**config.mk**
```make
export PLATFORM = sky130hd
export DESIGN_NAME = sliding_window_rank_filter
export DESIGN_NICKNAME = d
export VERILOG_FILES = /design/src/rtl/swrf_pkg.sv /design/src/rtl/sliding_window_rank_filter.sv /design/src/rtl/swrf_ctrl.sv /design/src/rtl/swrf_datapath.sv
export SDC_FILE = /design/constraint.sdc
export NUM_CORES = 1
export LEC_CHECK = 0
export BUFFER_PORTS_ARGS = -buffer_cell sky130_fd_sc_hd__buf_2
export CAP_MARGIN = 20
export CORE_ASPECT_RATIO = 1.25
export CORE_MARGIN = 10
export CORE_UTILIZATION = 50
export DETAILED_ROUTE_END_ITERATION = 7
export MAX_ROUTING_LAYER = met4
export PLACE_DENSITY = 0.76
export SLEW_MARGIN = 20
export SYNTH_ARGS = -nofsm -noshare
export SYNTH_HDL_FRONTEND = slang
export SYNTH_HIERARCHICAL = 1
export SYNTH_SLANG_ARGS = --single-unit
```
**constraint.sdc**
```tcl
create_clock -name clock -period 5.7 [get_ports clock]
set_input_delay 1.14 -clock clock [delete_from_list [all_inputs] [get_ports clock]]
set_output_delay 1.14 -clock clock [all_outputs]
set_load 0.02 [all_outputs]
```
**src/rtl/swrf_pkg.sv**
```systemverilog
// Shared types and constants of the sliding window rank filter.
package swrf_pkg;

   localparam int RANK_BITS      = 3;
   localparam int SCALE_BITS     = 11;
   localparam int CSR_INDEX_BITS = 4;
   localparam int CSR_DATA_BITS  = 11;
   localparam int RANGE_MARGIN   = 2;

   localparam logic [CSR_INDEX_BITS-1:0] RANK_SELECT_IDX    = 4'd0;
   localparam logic [CSR_INDEX_BITS-1:0] ADC_FULL_SCALE_IDX = 4'd1;

   localparam logic [RANK_BITS-1:0]  RANK_RESET       = 3'd4;
   localparam logic [SCALE_BITS-1:0] FULL_SCALE_RESET = 11'd1024;

   // controller to datapath
   typedef struct packed {
      logic load;    // write the new word, clear lane counts
      logic count;   // compare one window entry against every lane
      logic pick;    // test one lane for the selected rank
      logic emit;    // move the picked value to the output register
   } cmd_type;

   // datapath to controller
   typedef struct packed {
      logic last;    // scan index is at the final entry
      logic hit;     // lane under the scan index holds the selected rank
   } sts_type;

endpackage

```
**src/rtl/sliding_window_rank_filter.sv**
```systemverilog
// Sliding window rank filter for raw ADC samples. Each accepted word writes
// its sample over the oldest of the last WINDOW samples (the window starts
// as zeros) and returns the window entry at ascending position rank_select,
// the median at the reset rank of 4; a rank beyond the window takes the
// largest entry. status is 1 when that value is below 2 or above
// adc_full_scale - 2. After acceptance, one counting pass compares each
// window entry against all entries in parallel lanes, then a scan over the
// lanes stops at the entry whose counts bracket the rank, and the picked
// value moves to the output register once a stalled previous result has
// left it. One item is in work at a time; a new word is taken as soon as
// the previous one has reached the output register. csr_ready is always
// high; write registers only while the block is idle.
module sliding_window_rank_filter #(
   parameter int WINDOW      = 8,
   parameter int SAMPLE_BITS = 10
) (
   input  logic                                 clock,
   input  logic                                 reset,
   input  logic                                 req_valid,
   output logic                                 req_stall,
   input  logic [SAMPLE_BITS-1:0]               req_sample,
   output logic                                 rsp_valid,
   input  logic                                 rsp_stall,
   output logic [SAMPLE_BITS-1:0]               rsp_filtered,
   output logic                                 rsp_status,
   input  logic                                 csr_valid,
   output logic                                 csr_ready,
   input  logic [swrf_pkg::CSR_INDEX_BITS-1:0]  csr_index,
   input  logic [swrf_pkg::CSR_DATA_BITS-1:0]   csr_data
);

   logic [swrf_pkg::RANK_BITS-1:0]  rank_select_ff;
   logic [swrf_pkg::SCALE_BITS-1:0] adc_full_scale_ff;
   swrf_pkg::cmd_type               cmd;
   swrf_pkg::sts_type               sts;

   assign csr_ready = 1'b1;

   always_ff @(posedge clock) begin
      if (reset) begin
         rank_select_ff    <= swrf_pkg::RANK_RESET;
         adc_full_scale_ff <= swrf_pkg::FULL_SCALE_RESET;
      end else if (csr_valid) begin
         unique case (csr_index)
            swrf_pkg::RANK_SELECT_IDX: begin
               rank_select_ff <= csr_data[swrf_pkg::RANK_BITS-1:0];
            end
            swrf_pkg::ADC_FULL_SCALE_IDX: begin
               adc_full_scale_ff <= csr_data[swrf_pkg::SCALE_BITS-1:0];
            end
            default: begin
               // drop writes to unmapped registers
            end
         endcase
      end
   end

   swrf_ctrl u_ctrl (
      .clock     (clock),
      .reset     (reset),
      .req_valid (req_valid),
      .req_stall (req_stall),
      .rsp_valid (rsp_valid),
      .rsp_stall (rsp_stall),
      .sts       (sts),
      .cmd       (cmd)
   );

   swrf_datapath #(
      .WINDOW      (WINDOW),
      .SAMPLE_BITS (SAMPLE_BITS)
   ) u_datapath (
      .clock          (clock),
      .reset          (reset),
      .cmd            (cmd),
      .sts            (sts),
      .sample         (req_sample),
      .rank_select    (rank_select_ff),
      .adc_full_scale (adc_full_scale_ff),
      .filtered       (rsp_filtered),
      .status         (rsp_status)
   );

endmodule

```
**src/rtl/swrf_ctrl.sv**
```systemverilog
// Controller state machine of the sliding window rank filter.
module swrf_ctrl (
   input  logic              clock,
   input  logic              reset,
   input  logic              req_valid,
   output logic              req_stall,
   output logic              rsp_valid,
   input  logic              rsp_stall,
   input  swrf_pkg::sts_type sts,
   output swrf_pkg::cmd_type cmd
);

   typedef enum logic [1:0] {
      IDLE,
      COUNT,
      PICK,
      HOLD
   } state_type;

   state_type state_ff;
   logic      rsp_valid_ff;
   logic      accept;
   logic      out_free;

   assign accept    = req_valid && (state_ff == IDLE);
   assign out_free  = !rsp_valid_ff || !rsp_stall;
   assign req_stall = (state_ff != IDLE);
   assign rsp_valid = rsp_valid_ff;

   assign cmd.load  = accept;
   assign cmd.count = (state_ff == COUNT);
   assign cmd.pick  = (state_ff == PICK);
   assign cmd.emit  = (state_ff == HOLD) && out_free;

   always_ff @(posedge clock) begin
      if (reset) begin
         state_ff     <= IDLE;
         rsp_valid_ff <= 1'b0;
      end else begin
         if ((state_ff == HOLD) && out_free) begin
            rsp_valid_ff <= 1'b1;
         end else if (rsp_valid_ff && !rsp_stall) begin
            rsp_valid_ff <= 1'b0;
         end
         unique case (state_ff)
            IDLE: begin
               if (accept) begin
                  state_ff <= COUNT;
               end
            end
            COUNT: begin
               if (sts.last) begin
                  state_ff <= PICK;
               end
            end
            PICK: begin
               if (sts.hit) begin
                  state_ff <= HOLD;
               end
            end
            HOLD: begin
               // wait until the output register can take the word
               if (out_free) begin
                  state_ff <= IDLE;
               end
            end
            default: begin
               state_ff <= IDLE;
            end
         endcase
      end
   end

endmodule

```
**src/rtl/swrf_datapath.sv**
```systemverilog
// Window storage, rank counting lanes and output register of the rank filter.
module swrf_datapath #(
   parameter int WINDOW      = 8,
   parameter int SAMPLE_BITS = 10
) (
   input  logic                              clock,
   input  logic                              reset,
   input  swrf_pkg::cmd_type                 cmd,
   output swrf_pkg::sts_type                 sts,
   input  logic [SAMPLE_BITS-1:0]            sample,
   input  logic [swrf_pkg::RANK_BITS-1:0]    rank_select,
   input  logic [swrf_pkg::SCALE_BITS-1:0]   adc_full_scale,
   output logic [SAMPLE_BITS-1:0]            filtered,
   output logic                              status
);

   localparam int IW   = $clog2(WINDOW);
   localparam int CW   = $clog2(WINDOW + 1);
   localparam int CMPW = ((SAMPLE_BITS > swrf_pkg::SCALE_BITS) ?
                          SAMPLE_BITS : swrf_pkg::SCALE_BITS) + 1;
   localparam logic [IW-1:0] LAST_IDX = IW'(WINDOW - 1);
   localparam logic [CW-1:0] TOP_RANK = CW'(WINDOW - 1);

   logic [SAMPLE_BITS-1:0] window_ff [WINDOW];
   logic [CW-1:0]          less_ff   [WINDOW];
   logic [CW-1:0]          le_ff     [WINDOW];
   logic [CW-1:0]          less_in   [WINDOW];
   logic [CW-1:0]          le_in     [WINDOW];
   logic [IW-1:0]          slot_ff;
   logic [IW-1:0]          idx_ff;
   logic [SAMPLE_BITS-1:0] pick_ff;
   logic [SAMPLE_BITS-1:0] filtered_ff;
   logic                   status_ff;
   logic [SAMPLE_BITS-1:0] elem;
   logic [CW-1:0]          rank_ext;
   logic [CW-1:0]          rank;
   logic                   bad;

   assign elem     = window_ff[idx_ff];
   assign rank_ext = CW'(rank_select);
   // a rank past the window saturates to the largest entry
   assign rank     = (rank_ext > TOP_RANK) ? TOP_RANK : rank_ext;

   always_comb begin
      for (int j = 0; j < WINDOW; j++) begin
         less_in[j] = less_ff[j] + CW'(elem < window_ff[j]);
         le_in[j]   = le_ff[j] + CW'(elem <= window_ff[j]);
      end
   end

   assign sts.last = (idx_ff == LAST_IDX);
   assign sts.hit  = (less_ff[idx_ff] <= rank) && (le_ff[idx_ff] > rank);

   // low or high end of the ADC range: v < 2 or v + 2 > full scale
   assign bad = (pick_ff < SAMPLE_BITS'(swrf_pkg::RANGE_MARGIN)) ||
                ((CMPW'(pick_ff) + CMPW'(swrf_pkg::RANGE_MARGIN)) > CMPW'(adc_full_scale));

   always_ff @(posedge clock) begin
      if (reset) begin
         for (int j = 0; j < WINDOW; j++) begin
            window_ff[j] <= '0;
         end
         slot_ff <= '0;
         idx_ff  <= '0;
      end else begin
         if (cmd.load) begin
            window_ff[slot_ff] <= sample;
            slot_ff <= (slot_ff == LAST_IDX) ? '0 : slot_ff + 1'b1;
            idx_ff  <= '0;
         end else if (cmd.count) begin
            idx_ff <= (idx_ff == LAST_IDX) ? '0 : idx_ff + 1'b1;
         end else if (cmd.pick && !sts.hit) begin
            idx_ff <= (idx_ff == LAST_IDX) ? '0 : idx_ff + 1'b1;
         end
      end
   end

   always_ff @(posedge clock) begin
      for (int j = 0; j < WINDOW; j++) begin
         if (cmd.load) begin
            less_ff[j] <= '0;
            le_ff[j]   <= '0;
         end else if (cmd.count) begin
            less_ff[j] <= less_in[j];
            le_ff[j]   <= le_in[j];
         end
      end
      if (cmd.pick && sts.hit) begin
         pick_ff <= window_ff[idx_ff];
      end
      if (cmd.emit) begin
         filtered_ff <= pick_ff;
         status_ff   <= bad;
      end
   end

   assign filtered = filtered_ff;
   assign status   = status_ff;

endmodule

```
# Word-level counts from Yosys, hierarchy flattened
# Memories as Yosys holds them, arrays and structs flattened. A register that Yosys moved wholly into a read port is not among the register bits.
# Cells that the tools add are included.
[classes]
bitwise = 16
reduce_logical = 21
order_cmp = 21
muxes = 46
n_eq_ne = 10
addsub = 19
[op_table]
columns = ["operator", "n"]
rows = [
  ["$le A10 B10 Y1", 8],
  ["$lt A10 B10 Y1", 8],
  ["$add A4 B1 Y4", 16],
  ["$mux W4", 16],
  ["$mux W3", 12],
  ["$or A1 B1 Y1", 16],
  ["$gt A12 B11 Y1", 1],
  ["$mux W1", 12],
  ["$add A10 B2 Y11 const B", 1],
  ["$lt A10 B2 Y1 const B", 1],
  ["$mux W10", 1],
  ["$reduce_or A10 Y1", 1],
  ["$mux W2", 4],
  ["$pmux W2 S4", 1],
  ["$add A3 B1 Y3 const B", 2],
  ["$eq A3 B3 Y1 const B", 2],
  ["$logic_and A1 B1 Y1", 6],
  ["$ne A2 B1 Y1 const B", 3],
  ["$reduce_bool A2 Y1", 3],
  ["$eq A2 B2 Y1 const B", 2],
  ["$eq A4 B1 Y1 const B", 1],
  ["$gt A4 B4 Y1", 1],
  ["$le A4 B4 Y1", 1],
  ["$logic_not A4 Y1", 1],
  ["9 further kinds", 13],
]
[totals]
mem_count = 3
mem_bits_rw = 144
ff_bits = 44
input_bits = 30
elab_cells = 145
[memory_table]
columns = ["memory", "words", "word_bits", "read_ports", "rd_ports_with_merged_regs", "write_ports", "line", "rtl"]
rows = [
  ["u_datapath.window_ff", 8, 10, 9, 1, 8, "swrf_datapath.sv:24", "logic [SAMPLE_BITS-1:0] window_ff [WINDOW];"],
  ["u_datapath.le_ff", 8, 4, 9, 1, 8, "swrf_datapath.sv:26", "logic [CW-1:0] le_ff [WINDOW];"],
  ["u_datapath.less_ff", 8, 4, 9, 1, 8, "swrf_datapath.sv:25", "logic [CW-1:0] less_ff [WINDOW];"],
]

# Logic depth before layout (Yosys ltp)
[logic_depth]
word_depth = 10
mapped_depth = 16
mapped_depth_nobuf = 14

# By module
# Netlist, hierarchy kept.
[modules_own_cells]
columns = ["module", "area_each_um2", "instances", "seq_area_each_um2", "cells_per_inst"]
rows = [
  ["swrf_datapath", 10714.0, 1, 5134.9, 889],
  ["sliding_window_rank_filter", 625.6, 1, 280.3, 63],
  ["swrf_ctrl", 251.5, 1, 60.1, 27],
]

# Worst setup path before layout
# Ideal clock, no wire load.
[synth_timing]
path_type = "register -> register"
from = "register (tool-made name)"
to = "memory u_datapath/le_ff[6][1] (netlist bit), data pin"
path_stages_with_launch = 15
slack_ps = 1553
synth_period_minus_slack_ps = 4147
setup_ps = 255
arrival_ps = 3892
required_ps = 5445
path_cell_list = "dfxtp_1 clkbuf_1 clkbuf_1 mux4_2 o21ai_0 ha_1 a21o_1 a21o_1 a21oi_1 nor2_1 a2111oi_0 a31o_2 ha_1 ha_1 and2_1"
[synth_rtl]
columns = ["item", "line"]
rows = [
  ["end: declaration", "swrf_datapath.sv:26"],
]

==> impl_metrics.csv <==
group,metric,value,unit
detailed_routing,drtAntennaViolNets,0,
cells_and_area,final_core_util,55.7,%
run_status,status,"completed",
logic_synthesis,ys_seq_elements,191,
worst_hold_path,hold_path_class,"reg2reg",
worst_setup_path,crit_path_max_fanout,16,
clocking,cts_num_sinks,191,
floorplanning,core_area,22900,µm²
logic_synthesis,seq_area_frac_synth,47.2,%
detailed_routing,routedWlPerCell,19.2,µm
detailed_routing,vias,7456,
sta,slew-limit-headroom,33.1,%
logic_synthesis,synth_cell_type_count,46,
logic_synthesis,largest_family_of_logic_cells_by_synthesized_area,"simple AND/OR/NAND/NOR gates",
global_routing,grt_max_degree,48,
logic_synthesis,synth-compound-area-share,5.97,%
logic_synthesis,yosys.area_share.simple,15.3,%
floorplanning,io_pins,44,
floorplanning,die-area,29700,µm²
power,power.share.clock,20.9,%
global_routing,grt_pass1_wl,40700,µm
sta,setup_viol,0,
clocking,htree_num_levels,4,
worst_setup_path,worst_setup_path_start_kind,"flip-flop",
global_routing,gr-total-overflow,0,
power,seq_power_share,39.4,%
logic_synthesis,ys_dominant_reg_cell,"sky130_fd_sc_hd__edfxtp_1",
power,switching_power,2.07,mW
sta,final_max_slew_viol_count,0,
logic_synthesis,synthesis.nets,1148,
detailed_routing,detail_route.wirelength,25500,µm
run,drv.max_cap_violation_count,0,
power,cellPowerDensity,444,nW/µm²
power,static-leakage-power,5.27,nW
sta,rsz0062_at_grt,"false",
clocking,cts_buffer_depth,2,
placed_design,place.gp.congestion,0.959,
logic_synthesis,synth-warning-count,6,
placed_design,placed_cells_incl_taps,1292,
sta,worst_pin_slew,1.00,ns
sta,fin_setup_tns,0,ns
detailed_routing,drt_iter0_markers,595,
logic_synthesis,synth_edf_count,165,
logic_synthesis,postSynth.asyncResetShare,0,%
clocking,postCtsSetupRepairBufs,0,
cells_and_area,layout-drive-gt1-share,15.3,%
cells_and_area,most_common_library_cell_in_the_layout_ignoring_fill_and_taps,"sky130_fd_sc_hd__edfxtp_1",
cells_and_area,antenna_cells_inserted,0,
placed_design,place_worst_setup_slack,1.31,ns
sta,finalHoldWorstSlack,0.478,ns
worst_setup_path,required,5.89,ns
logic_synthesis,post_synth_fa_ha_maj_area_fraction,15.0,%
placed_design,dpl.hpwl,19200,µm
floorplanning,initial_core_util,50.7,%
cells_and_area,finish.net_count,1192,
placed_design,placement.io_buffers,42,
power,internal-power,3.59,mW
detailed_routing,vias_per_cell,5.63,
floorplanning,fp-row-count,62,
power,vdd_drop_max,278,µV
logic_synthesis,synth_xor_xnor_area_share,2.95,%
logic_synthesis,yosys-mux-area-fraction,8.99,%
sta,skew,0.0110,ns
floorplanning,die_width,156,µm
worst_setup_path,criticalPathCategory,"reg2reg",
floorplanning,floorplan.die.height,190,µm
logic_synthesis,netlist_instances,979,
cells_and_area,layout.cells.most_common_list,"sky130_fd_sc_hd__edfxtp_1, sky130_fd_sc_hd__ha_1, sky130_fd_sc_hd__and2_1, sky130_fd_sc_hd__inv_1, sky130_fd_sc_hd__nor2_1",
worst_setup_path,worst_setup_path_end_kind,"flip-flop",
power,power_switching_share,36.6,%
global_routing,grtUsageTotal,17.9,%
clocking,clock_tree_from_tritoncts,"done",
power,total_power,5.66,mW
global_routing,number_of_antenna_violations_at_the_first_check_in_global_routing,0,
cells_and_area,design_area,12700,µm²
placed_design,placed_area,12100,µm²
power,power.share.combinational,39.7,%
logic_synthesis,synth.avg_cell_area,11.8,µm²
cells_and_area,stdcell_count,1324,
clocking,clock_transition_at_the_register_clock_pins_on_the_worst_setup_and_hold_paths_after_cts,0.08,ns
clocking,clk-insertion-delay-late,0.44,ns
worst_setup_path,worst_path_arrival_time,4.60,ns
cells_and_area,syn2layout_area_growth,9.89,%
detailed_routing,drt-pass1-iter-count,5,
clocking,ctsRootBufferMaster,"sky130_fd_sc_hd__clkbuf_16",
sta,min_period,4.41,ns
detailed_routing,detail_route.drc_violations,0,
sta,timing_hold_violations_final,0,
sta,achievable-frequency,0.227,GHz
sta,post-route-period-util,77.4,%
clocking,cts.hold.buffers_added,0,
global_routing,grt_pass1_vias,7553,
clocking,post_cts_resize_count,0,
clocking,cts-buffers-inserted,17,
logic_synthesis,synthesis.area,11600,µm²
sta,postLayoutSetupSlackWorst,1.29,ns
## critical path, cell delays in order, from the launching register on
cell and delay, ns:
sky130_fd_sc_hd__dfxtp_2 0.63, sky130_fd_sc_hd__buf_4 0.41, sky130_fd_sc_hd__mux4_2 0.53, sky130_fd_sc_hd__o21ai_0 0.16
sky130_fd_sc_hd__buf_4 0.21, sky130_fd_sc_hd__ha_1 0.26, sky130_fd_sc_hd__a21o_1 0.18, sky130_fd_sc_hd__a21o_1 0.16
sky130_fd_sc_hd__a21oi_1 0.22, sky130_fd_sc_hd__nor2_1 0.06, sky130_fd_sc_hd__a2111oi_0 0.59, sky130_fd_sc_hd__a31o_2 0.21
sky130_fd_sc_hd__ha_1 0.18, sky130_fd_sc_hd__ha_1 0.23, sky130_fd_sc_hd__and2_1 0.13
## worst paths after layout
| path | from | end | slack (ns) | cells after the start |
|---|---|---|---|---|
| min | adc_full_scale_ff[7]$_SDFFE_PP0P_ | adc_full_scale_ff[7]$_SDFFE_PP0P_ | 0.48 | 2 |
| min reg2reg | adc_full_scale_ff[7]$_SDFFE_PP0P_ | adc_full_scale_ff[7]$_SDFFE_PP0P_ | 0.48 | 2 |
| max reg2reg | flip-flop | u_datapath/le_ff[2][1]$_SDFFCE_PN0P_ | 1.29 | 14 |
| max | flip-flop | u_datapath/le_ff[2][1]$_SDFFCE_PN0P_ | 1.29 | 14 |
## registers in the layout, summed over array words and instances, names as in the netlist, 2 cells and up, named ones only
signal and cells:
u_datapath/window_ff 80, u_datapath/le_ff 32, u_datapath/less_ff 32, adc_full_scale_ff 11, u_datapath/filtered 10, u_datapath/pick_ff 10, rank_select_ff 3, u_datapath/idx_ff 3
u_datapath/slot_ff 3, u_ctrl/state_ff 2
## Yosys cell counts, types with 9 or more instances
cell type	count	area, µm²
sky130_fd_sc_hd__ha_1	139	1740
sky130_fd_sc_hd__xnor2_1	22	193
sky130_fd_sc_hd__nand2b_1	24	150
sky130_fd_sc_hd__nand2_1	25	93.8
sky130_fd_sc_hd__xor2_1	17	149
sky130_fd_sc_hd__inv_1	98	368
sky130_fd_sc_hd__mux4_2	35	788
sky130_fd_sc_hd__nor2_1	67	251
sky130_fd_sc_hd__or2_2	9	56.3
sky130_fd_sc_hd__edfxtp_1	165	4950
sky130_fd_sc_hd__nor2b_1	9	56.3
sky130_fd_sc_hd__a21o_1	32	240
sky130_fd_sc_hd__clkbuf_1	25	93.8
sky130_fd_sc_hd__dfxtp_1	26	521
sky130_fd_sc_hd__and2_1	114	713
sky130_fd_sc_hd__mux2i_1	16	160
sky130_fd_sc_hd__nand3_1	27	135
sky130_fd_sc_hd__nand4_1	16	100
sky130_fd_sc_hd__o21ai_0	25	125
sky130_fd_sc_hd__a21oi_1	17	85.1
## area by class of cell
type / count / area [µm²]
Clock buffer: 17 / 425
Sequential cell: 191 / 5480
Tap cell: 288 / 360
Fill cell: 1865 / 10100
Clock inverter: 15 / 164
Timing Repair Buffer: 59 / 338
Inverter: 98 / 368
Multi-Input combinational cell: 656 / 5600
## cell families after synthesis
family | Yosys count
and+or+nand+nor | 318
muxes | 58
other | 1
AOI/OAI and AO/OA | 101
adders and majority gates | 139
xor gates and xnor gates | 39
DFF | 191
buffers and inverters | 132
## metal layers
layer	vias to the layer above	track usage, %	share of wire [%]
met5	-	-	0
met4	0	7.71	3.1
met3	56	2.28	3.2
met2	167	30.4	52
met1	3652	21.0	42
li1	3581	-	-
## power groups by stage
stage / Combinational [mW] / Clock (mW) / Sequential [mW]
5_1_grt: 2.53 / 1.25 / 2.27
3_5_place_dp: 2.23 / 0 / 2.25
2_1_floorplan: 1.66 / 0 / 2.15
3_3_place_gp: 2.16 / 0 / 2.24
4_1_cts: 2.25 / 1.21 / 2.23
6_report: 2.25 / 1.18 / 2.23
No activity file was read; power rests on OpenSTA's default activity.
